[src/primality_tester_assert.svh]
// assertion macros used by the primality tester controller
// no dependencies
`ifndef PRIMALITY_TESTER_ASSERT_SVH
`define PRIMALITY_TESTER_ASSERT_SVH

// implication checked on every rising clock edge outside reset
`define PT_ASSERT_IMPL(label, clk, rst, lhs, rhs) \
   label: assert property (@(posedge clk) disable iff (rst) (lhs) |-> (rhs)) \
      else $error("assertion failed");

// next-cycle implication checked outside reset
`define PT_ASSERT_NEXT(label, clk, rst, lhs, rhs) \
   label: assert property (@(posedge clk) disable iff (rst) (lhs) |=> (rhs)) \
      else $error("assertion failed");

`endif

[src/pt_pkg.sv]
// types and constants for the primality tester
// no dependencies
`default_nettype none
package pt_pkg;
   localparam int unsigned WitnessIdxWidth = 4;

   typedef enum logic [3:0] {
      ST_IDLE,
      ST_CHECK,
      ST_SPLIT,
      ST_WIT_INIT,
      ST_POW_STEP,
      ST_MUL_WAIT,
      ST_SQR_CHECK,
      ST_SQR_WAIT,
      ST_DONE
   } state_type;

   // multiplier operand select
   typedef enum logic [1:0] {
      MOP_ACC_BASE,
      MOP_BASE_BASE,
      MOP_X_X
   } mul_op_type;

   typedef struct packed {
      logic       load;      // capture number
      logic       split_step; // shift d right once, s++
      logic       wit_init;  // load acc=1, base=witness, e=d
      logic       mul_start;
      mul_op_type mul_op;
      logic       e_shift;   // e >>= 1
      logic       next_wit;
      logic       r_inc;
      logic       set_result;
      logic       result_val;
   } ctrl_type;

   typedef struct packed {
      logic small_done;  // decided without witnesses
      logic small_val;
      logic d_even;
      logic e_zero;
      logic e_lsb;
      logic mul_busy;
      logic mul_done;
      logic acc_is_one;
      logic x_is_nm1;
      logic r_last;      // r == s
      logic wit_last;
   } stat_type;

   function automatic logic [5:0] witness_base(input logic [WitnessIdxWidth-1:0] k);
      logic [5:0] b;
      unique case (k)
         4'd0:  b = 6'd2;
         4'd1:  b = 6'd3;
         4'd2:  b = 6'd5;
         4'd3:  b = 6'd7;
         4'd4:  b = 6'd11;
         4'd5:  b = 6'd13;
         4'd6:  b = 6'd17;
         4'd7:  b = 6'd19;
         4'd8:  b = 6'd23;
         4'd9:  b = 6'd29;
         4'd10: b = 6'd31;
         4'd11: b = 6'd37;
         default: b = 6'd2;
      endcase
      return b;
   endfunction
endpackage
`default_nettype wire

[src/pt_mulmod.sv]
// shift-and-add modular multiplier, one multiplier bit per cycle
// depends on nothing beyond its ports
`default_nettype none
module pt_mulmod #(
   parameter int unsigned W = 63
) (
   input  wire logic         clock,
   input  wire logic         reset,
   input  wire logic         start,
   input  wire logic [W-1:0] a,   // both operands below n
   input  wire logic [W-1:0] b,
   input  wire logic [W-1:0] n,
   output logic              busy,
   output logic              done,
   output logic [W-1:0]      prod
);
   logic         busy_ff, busy_in, done_ff, done_in;
   logic [W-1:0] x_ff, x_in, y_ff, y_in, acc_ff, acc_in;
   logic [W:0]   sum_acc, sum_x;
   logic [W:0]   sub_acc, sub_x;

   always_comb begin
      sum_acc = {1'b0, acc_ff} + {1'b0, x_ff};
      sub_acc = sum_acc - {1'b0, n};
      sum_x   = {1'b0, x_ff} + {1'b0, x_ff};
      sub_x   = sum_x - {1'b0, n};
      busy_in = busy_ff;
      done_in = 1'b0;
      x_in    = x_ff;
      y_in    = y_ff;
      acc_in  = acc_ff;
      if (start) begin
         busy_in = 1'b1;
         x_in    = a;
         y_in    = b;
         acc_in  = '0;
      end else if (busy_ff) begin
         if (y_ff == '0) begin
            busy_in = 1'b0;
            done_in = 1'b1;
         end else begin
            if (y_ff[0])
               acc_in = sub_acc[W] ? sum_acc[W-1:0] : sub_acc[W-1:0];
            x_in = sub_x[W] ? sum_x[W-1:0] : sub_x[W-1:0];
            y_in = y_ff >> 1;
         end
      end
   end

   always_ff @(posedge clock) begin
      if (reset) begin
         busy_ff <= 1'b0;
         done_ff <= 1'b0;
      end else begin
         busy_ff <= busy_in;
         done_ff <= done_in;
      end
      x_ff   <= x_in;
      y_ff   <= y_in;
      acc_ff <= acc_in;
   end

   assign busy = busy_ff;
   assign done = done_ff;
   assign prod = acc_ff;
endmodule
`default_nettype wire

[src/pt_datapath.sv]
// datapath: number, d/s split, exponentiation registers, witness index
// depends on pt_pkg and pt_mulmod
`default_nettype none
module pt_datapath #(
   parameter int unsigned NumberWidth  = 63,
   parameter int unsigned WitnessCount = 12
) (
   input  wire logic                   clock,
   input  wire logic                   reset,
   input  wire logic [NumberWidth-1:0] number_in,
   input  wire pt_pkg::ctrl_type       ctrl,
   output pt_pkg::stat_type            stat,
   output logic                        result
);
   import pt_pkg::*;
   localparam int unsigned SW = $clog2(NumberWidth + 1);
   localparam logic [WitnessIdxWidth-1:0] LastWit = WitnessIdxWidth'(WitnessCount - 1);

   logic [NumberWidth-1:0] n_ff, n_in, d_ff, d_in, e_ff, e_in;
   logic [NumberWidth-1:0] acc_ff, acc_in, base_ff, base_in;
   logic [SW-1:0]          s_ff, s_in, r_ff, r_in;
   logic [WitnessIdxWidth-1:0] k_ff, k_in;
   logic                   res_ff, res_in;
   logic [NumberWidth-1:0] ma, mb, prod, nm1, wb;
   logic                   mbusy, mdone, eq_wit;

   assign nm1 = n_ff - NumberWidth'(1);
   assign wb  = NumberWidth'(witness_base(k_ff));

   always_comb begin
      eq_wit = 1'b0;
      for (int i = 0; i < int'(WitnessCount); i++)
         if (n_ff == NumberWidth'(witness_base(WitnessIdxWidth'(i)))) eq_wit = 1'b1;
   end

   always_comb begin
      unique case (ctrl.mul_op)
         MOP_ACC_BASE:  begin ma = acc_ff;  mb = base_ff; end
         MOP_BASE_BASE: begin ma = base_ff; mb = base_ff; end
         default:       begin ma = acc_ff;  mb = acc_ff;  end
      endcase
   end

   pt_mulmod #(.W(NumberWidth)) u_mul (
      .clock(clock), .reset(reset), .start(ctrl.mul_start),
      .a(ma), .b(mb), .n(n_ff), .busy(mbusy), .done(mdone), .prod(prod)
   );

   always_comb begin
      n_in = n_ff; d_in = d_ff; s_in = s_ff; e_in = e_ff;
      acc_in = acc_ff; base_in = base_ff; k_in = k_ff; r_in = r_ff;
      res_in = res_ff;
      if (ctrl.load) begin
         n_in = number_in;
         d_in = number_in - NumberWidth'(1);
         s_in = '0;
         k_in = '0;
      end
      if (ctrl.split_step) begin
         d_in = d_ff >> 1;
         s_in = s_ff + SW'(1);
      end
      if (ctrl.wit_init) begin
         acc_in  = NumberWidth'(1);
         base_in = wb;   // a base is not reduced mod n here and can exceed a small n
         e_in    = d_ff;
         r_in    = '0;
      end
      if (mdone) begin
         // acc holds the square of x during the squaring phase
         if (ctrl.mul_op == MOP_BASE_BASE) base_in = prod;
         else acc_in = prod;
      end
      if (ctrl.e_shift) e_in = e_ff >> 1;
      if (ctrl.r_inc)   r_in = r_ff + SW'(1);
      if (ctrl.next_wit) k_in = k_ff + WitnessIdxWidth'(1);
      if (ctrl.set_result) res_in = ctrl.result_val;
   end

   always_ff @(posedge clock) begin
      if (reset) res_ff <= 1'b0;
      else       res_ff <= res_in;
      n_ff <= n_in; d_ff <= d_in; s_ff <= s_in; e_ff <= e_in;
      acc_ff <= acc_in; base_ff <= base_in; k_ff <= k_in; r_ff <= r_in;
   end

   always_comb begin
      stat.small_done = (n_ff <= NumberWidth'(3)) || !n_ff[0] || eq_wit;
      stat.small_val  = ((n_ff == NumberWidth'(2)) || (n_ff == NumberWidth'(3)) ||
                         (eq_wit && n_ff[0]));
      stat.d_even     = !d_ff[0];
      stat.e_zero     = (e_ff == '0);
      stat.e_lsb      = e_ff[0];
      stat.mul_busy   = mbusy;
      stat.mul_done   = mdone;
      stat.acc_is_one = (acc_ff == NumberWidth'(1));
      stat.x_is_nm1   = (acc_ff == nm1);
      stat.r_last     = (r_ff == s_ff);
      stat.wit_last   = (k_ff == LastWit);
   end
   assign result = res_ff;
endmodule
`default_nettype wire

[src/pt_controller.sv]
// controller state machine for the primality tester
// depends on pt_pkg and primality_tester_assert.svh
`default_nettype none
`include "primality_tester_assert.svh"
module pt_controller (
   input  wire logic             clock,
   input  wire logic             reset,
   input  wire logic             req_valid,
   output logic                  req_ready,
   output logic                  rsp_valid,
   input  wire logic             rsp_ready,
   input  wire pt_pkg::stat_type stat,
   output pt_pkg::ctrl_type      ctrl
);
   import pt_pkg::*;
   state_type state_ff, state_in;
   logic      mul_op_sel_ff, mul_op_sel_in; // 1: base squaring pending, or a squaring done in the squaring phase

   always_ff @(posedge clock) begin
      if (reset) begin
         state_ff      <= ST_IDLE;
         mul_op_sel_ff <= 1'b0;
      end else begin
         state_ff      <= state_in;
         mul_op_sel_ff <= mul_op_sel_in;
      end
   end

   always_comb begin
      state_in      = state_ff;
      mul_op_sel_in = mul_op_sel_ff;
      ctrl          = '0;
      ctrl.mul_op   = MOP_ACC_BASE;
      req_ready     = 1'b0;
      rsp_valid     = 1'b0;
      unique case (state_ff)
         ST_IDLE: begin
            req_ready = 1'b1;
            if (req_valid) begin
               ctrl.load = 1'b1;
               state_in  = ST_CHECK;
            end
         end
         ST_CHECK: begin
            if (stat.small_done) begin
               ctrl.set_result = 1'b1;
               ctrl.result_val = stat.small_val;
               state_in        = ST_DONE;
            end else state_in = ST_SPLIT;
         end
         ST_SPLIT: begin
            if (stat.d_even) ctrl.split_step = 1'b1;
            else begin
               ctrl.wit_init = 1'b1;
               state_in      = ST_POW_STEP;
            end
         end
         ST_WIT_INIT: begin
            ctrl.wit_init = 1'b1;
            mul_op_sel_in = 1'b0;
            state_in      = ST_POW_STEP;
         end
         ST_POW_STEP: begin
            // one exponent bit: optional acc*base, then base*base
            if (stat.e_zero) state_in = ST_SQR_CHECK;
            else if (stat.e_lsb && !mul_op_sel_ff) begin
               ctrl.mul_start = 1'b1;
               ctrl.mul_op    = MOP_ACC_BASE;
               mul_op_sel_in  = 1'b1;
               state_in       = ST_MUL_WAIT;
            end else begin
               ctrl.mul_start = 1'b1;
               ctrl.mul_op    = MOP_BASE_BASE;
               mul_op_sel_in  = 1'b0;
               state_in       = ST_MUL_WAIT;
            end
         end
         ST_MUL_WAIT: begin
            ctrl.mul_op = mul_op_sel_ff ? MOP_ACC_BASE : MOP_BASE_BASE;
            if (stat.mul_done) begin
               if (!mul_op_sel_ff) ctrl.e_shift = 1'b1;
               state_in = ST_POW_STEP;
            end
         end
         ST_SQR_CHECK: begin
            // n-1 only counts before the last squaring, 1 only before the first
            if ((stat.x_is_nm1 && !stat.r_last) || (stat.acc_is_one && !mul_op_sel_ff)) begin
               // witness passes
               if (stat.wit_last) begin
                  ctrl.set_result = 1'b1;
                  ctrl.result_val = 1'b1;
                  state_in        = ST_DONE;
               end else begin
                  ctrl.next_wit = 1'b1;
                  state_in      = ST_WIT_INIT;
               end
            end else if (stat.r_last) begin
               ctrl.set_result = 1'b1;
               ctrl.result_val = 1'b0;
               state_in        = ST_DONE;
            end else begin
               ctrl.mul_start = 1'b1;
               ctrl.mul_op    = MOP_X_X;
               mul_op_sel_in  = 1'b1;
               state_in       = ST_SQR_WAIT;
            end
         end
         ST_SQR_WAIT: begin
            ctrl.mul_op = MOP_X_X;
            if (stat.mul_done) begin
               ctrl.r_inc = 1'b1;
               state_in   = ST_SQR_CHECK;
            end
         end
         ST_DONE: begin
            rsp_valid     = 1'b1;
            mul_op_sel_in = 1'b0;
            if (rsp_ready) state_in = ST_IDLE;
         end
         default: state_in = ST_IDLE;
      endcase
   end

   `PT_ASSERT_IMPL(a_mul_start_idle, clock, reset, ctrl.mul_start, !stat.mul_busy)
   `PT_ASSERT_NEXT(a_load_to_check, clock, reset, req_valid && req_ready, state_ff == ST_CHECK)
   `PT_ASSERT_IMPL(a_done_in_wait, clock, reset, stat.mul_done,
                   state_ff == ST_MUL_WAIT || state_ff == ST_SQR_WAIT)
endmodule
`default_nettype wire

[src/primality_tester.sv]
// Deterministic Miller-Rabin primality tester. One number is taken at a
// time; the answer is held on rsp_ until taken, and a new number is taken
// only after that. Small, even and witness-equal numbers are decided in the
// check state without witnesses. Otherwise each witness costs about
// (bits of d)*2+s modular products, each product working through its
// multiplier bit by bit, all in the single shared shift-and-add multiplier.
// depends on pt_pkg, pt_controller, pt_datapath
`default_nettype none
module primality_tester #(
   parameter int unsigned NUMBER_WIDTH  = 63,
   parameter int unsigned WITNESS_COUNT = 12
) (
   input  wire logic        clock,
   input  wire logic        reset,
   input  wire logic        req_valid,
   output logic             req_ready,
   input  wire logic [62:0] req_number_to_test,
   output logic             rsp_valid,
   input  wire logic        rsp_ready,
   output logic             rsp_prime_flag
);
   import pt_pkg::*;
   ctrl_type ctrl;
   stat_type stat;
   logic [NUMBER_WIDTH-1:0] num;

   assign num = req_number_to_test[NUMBER_WIDTH-1:0];

   pt_controller u_ctrl (
      .clock(clock), .reset(reset), .req_valid(req_valid), .req_ready(req_ready),
      .rsp_valid(rsp_valid), .rsp_ready(rsp_ready), .stat(stat), .ctrl(ctrl)
   );

   pt_datapath #(.NumberWidth(NUMBER_WIDTH), .WitnessCount(WITNESS_COUNT)) u_dp (
      .clock(clock), .reset(reset), .number_in(num), .ctrl(ctrl), .stat(stat),
      .result(rsp_prime_flag)
   );
endmodule
`default_nettype wire
[config.mk]
export PLATFORM = sky130hd
export DESIGN_NAME = primality_tester
export DESIGN_NICKNAME = d
export VERILOG_FILES = /design/src/pt_pkg.sv /design/src/pt_mulmod.sv /design/src/pt_datapath.sv /design/src/pt_controller.sv /design/src/primality_tester.sv
export VERILOG_INCLUDE_DIRS = /design/src /design/src/src
export SDC_FILE = /design/constraint.sdc
export NUM_CORES = 2
export LEC_CHECK = 0
export BUFFER_PORTS_ARGS = -buffer_cell sky130_fd_sc_hd__buf_2
export CAP_MARGIN = 20
export CORE_ASPECT_RATIO = 1.4
export CORE_MARGIN = 3
export CORE_UTILIZATION = 65
export CTS_CLUSTER_SIZE = 8
export DETAILED_ROUTE_END_ITERATION = 10
export PLACE_DENSITY = 0.8
export SYNTH_ARGS = -nofsm -noshare
export SYNTH_HDL_FRONTEND = slang
export SYNTH_HIERARCHICAL = 1
export SYNTH_SLANG_ARGS = --single-unit
[constraint.sdc]
create_clock -name clock -period 9.05 [get_ports clock]
set_input_delay 1.81 -clock clock [delete_from_list [all_inputs] [get_ports clock]]
set_output_delay 1.81 -clock clock [all_outputs]
set_load 0.05 [all_outputs]
==> qor.csv <==
metric,value,unit
result_of_the_run,finished clean,
final_layout_size_suffix_gt1_frac,0.104,
hold_path_end,u_dp/base_ff[46],
clk_pin_slew,0.06,ns
cellLeakagePower,16.1,nW
rsz0062_at_grt,false,
design.final.nets,4643,
global_route.usage.total,0.386,
postSynthNetCount,4704,
syn_to_final_growth,7.63,%
drv.max_cap_violation_count,0,
ioPinCount,70,
routabilityCongestion,1.02,
worstRegToRegCells,23,
p_comb_frac,0.504,
post_cts.resized_instances,0,
core.rowCount,105,
cts-hold-fix-buffers,0,
antenna_cells,0,
pwr-share-seq,0.271,
rrSetupSlack,1.23,ns
min_period_over_period,0.864,
timing.hold.worst.class,reg2reg,
mappedNetlistArea,38800,um2
grt_pass1_vias,32995,
avgRoutedWirePerCell,23.8,um
path_cells,"ha_1, fa_1, a211oi_1, o21bai_1, a2111oi_0, a21oi_1, o21ai_0, buf_4, o21ai_0, a21oi_1, xnor2_1, ha_1, a21oi_1, o21ai_0, or2_2, nor4_2, o31ai_1, a21oi_1, o21ai_1, xnor2_4, buf_12, mux2i_1, a211oi_1",
final.setup.worst_slack,1.23,ns
grt_overflow,0,
cts_max_path_buffers,3,
timing.critical_path.mode_cell,sky130_fd_sc_hd__a21oi_1,
grt_start_max_net_pins,99,
slew_headroom,0.270,
drt-total-wl,123000,um
vias_per_cell,6.75,
timing.critical_path.slowest_stage_cell,sky130_fd_sc_hd__a2111oi_0,
initial_utilization,0.660,
yosys_warnings,6,
finish.utilization,0.710,
tritoncts_clock_tree,done,
placeableCoreArea,58900,um2
p_per_area,294,nW/um2
cp-end-kind,flop,
regToRegStartpoint,u_dp/u_mul/x_ff[0],
worst_ep_required_time,9.53,ns
fin_skew,0.0206,ns
hold_startpoint,u_dp/base_ff[46],
initial_antenna_violation_count,0,
die-area,62700,um2
clock_latency_on_the_worst_skew_pair,0.64,ns
report.final.slew_viol_count,0,
postCtsSetupRepairBufs,0,
syn_inst,4434,
total_switching_power,5.21,mW
final_antenna_net_count,0,
clock.fmax,0.128,GHz
floorplan.die.height,295,um
holdWs,0.485,ns
worst_setup_path_category,reg2reg,
swShare,0.424,
dp_slack,1.46,ns
power.share.clock,0.225,
final.min_clock_period,7.82,ns
critical_path.startpoint_type,flop,
vdd_ir_drop_max,0.000373,V
die_width,213,um
detailed_place_hpwl,91200,um
crit_path_max_incr_delay,0.88,ns
htree_levels,3,
critical_path_peak_fanout,49,
drt_pre_antenna_iters,7,
numCtsBuffers,77,
drt_first_iter_violations,3809,
p_int,7.08,mW
detail_route.drc_violations,0,
power,12.3,mW
numPortBuffers,69,
worst_r2r_endpoint,u_dp/u_mul/prod[12],
grt_first_pass_wirelength,188000,um
finalSetupViolations,0,
route.vias.total,35003,
totalNegativeSetupSlack,0,ns
cts.root.buffer_cell,sky130_fd_sc_hd__clkbuf_16,
timing.critical_path.arrival,8.30,ns
clock_sinks,534,
min_delay_path_depth,2,
worst_pin_slew,1.08,ns
post_synth.cell_area_avg,8.76,um2
finalHoldViolations,0,
-- metrics by stage --
step                area, um2  std cells
floorplan               38800       4434
global placement        39400       5041
detailed placement      39400       5041
CTS                     41800       5182
global route            41800       5184
finish                  41800       5184
-- layout make-up --
cell class / instances / area (um2)
clock buffer: 133 / 2160
timing repair buffer: 105 / 656
sequential: 534 / 14000
multi-input combinational: 3493 / 23300
fill: 4639 / 17100
clock inverter: 8 / 170
inverter: 162 / 613
tap: 749 / 937
-- registers in the layout, indices dropped and copies added, names as in the netlist --
signal / flops
u_dp/acc_ff: 63
u_dp/wb: 6
u_dp/u_mul/prod: 63
u_dp/u_mul/y_ff: 63
u_dp/base_ff: 63
u_dp/u_mul/x_ff: 63
u_dp/k_ff: 4
u_dp/u_mul/done: 1
u_dp/result: 1
u_dp/e_ff: 63
u_ctrl/mul_op_sel_ff: 1
u_dp/r_ff: 6
u_dp/d_ff: 63
u_dp/u_mul/busy: 1
u_dp/s_ff: 6
u_ctrl/state_ff: 4
u_dp/n_ff: 63
-- metal layers --
| metal | part of all wire | GRT usage | wire length [um] |
|---|---|---|---|
| met1 | 0.39 | 0.513 | 48300 |
| met2 | 0.45 | 0.595 | 54800 |
| met3 | 0.10 | 0.0754 | 12500 |
| met4 | 0.061 | 0.211 | 7480 |
| met5 | 0 | 0 | 0 |
-- worst max-delay path by stage --
stage                                   from             endpoint  slack [ns]
after floorplan                 u_dp/n_ff[0]   u_dp/u_mul/x_ff[0]        1.25
after global placement    u_dp/u_mul/x_ff[0]   u_dp/u_mul/prod[8]        1.68
after detailed placement  u_dp/u_mul/x_ff[0]  u_dp/u_mul/prod[26]        1.46
after CTS                 u_dp/u_mul/x_ff[0]  u_dp/u_mul/prod[12]        1.41
after global routing      u_dp/u_mul/x_ff[0]   u_dp/u_mul/prod[8]        0.83
final                     u_dp/u_mul/x_ff[0]  u_dp/u_mul/prod[12]        1.23
-- placed cells by master (no fill, tap or decap), types with 28 or more instances in the layout --
master and count:
sky130_fd_sc_hd__a21o_1 100, sky130_fd_sc_hd__a21oi_1 313, sky130_fd_sc_hd__a31oi_1 49, sky130_fd_sc_hd__and2_1 28, sky130_fd_sc_hd__buf_2 70, sky130_fd_sc_hd__buf_4 31
sky130_fd_sc_hd__clkbuf_1 55, sky130_fd_sc_hd__clkbuf_16 78, sky130_fd_sc_hd__dfxtp_1 205, sky130_fd_sc_hd__edfxtp_1 329, sky130_fd_sc_hd__ha_1 200, sky130_fd_sc_hd__inv_1 159
sky130_fd_sc_hd__mux2_2 186, sky130_fd_sc_hd__mux2i_1 72, sky130_fd_sc_hd__nand2_1 648, sky130_fd_sc_hd__nand2b_1 101, sky130_fd_sc_hd__nand3_1 89, sky130_fd_sc_hd__nand3b_1 67
sky130_fd_sc_hd__nand4_1 93, sky130_fd_sc_hd__nor2_1 209, sky130_fd_sc_hd__nor2b_1 31, sky130_fd_sc_hd__nor3_1 84, sky130_fd_sc_hd__nor4_1 93, sky130_fd_sc_hd__o211ai_1 31
sky130_fd_sc_hd__o21ai_0 332, sky130_fd_sc_hd__o21bai_1 45, sky130_fd_sc_hd__or3_1 31, sky130_fd_sc_hd__xnor2_1 241, sky130_fd_sc_hd__xor2_1 106
-- critical path: cells and delay by family (launching register included) --
kind | cells | cell delay (ns)
simple gates | 2 | 0.85
mux | 1 | 0.27
xor+xnor | 2 | 0.94
buf+inv | 2 | 0.56
fa+ha+maj | 3 | 1.07
flops | 1 | 0.42
compound gates | 13 | 3.49
-- power by group through the flow --
stage                     clock, mW  combinational (mW)  sequential, mW
after floorplan                   0                4.80            3.12
after global placement            0                5.94            3.33
after detailed placement          0                5.99            3.33
after CTS                      2.79                6.05            3.29
after global routing           2.88                6.76            3.34
final                          2.77                6.19            3.32
Power figures use the tool's default switching activity.
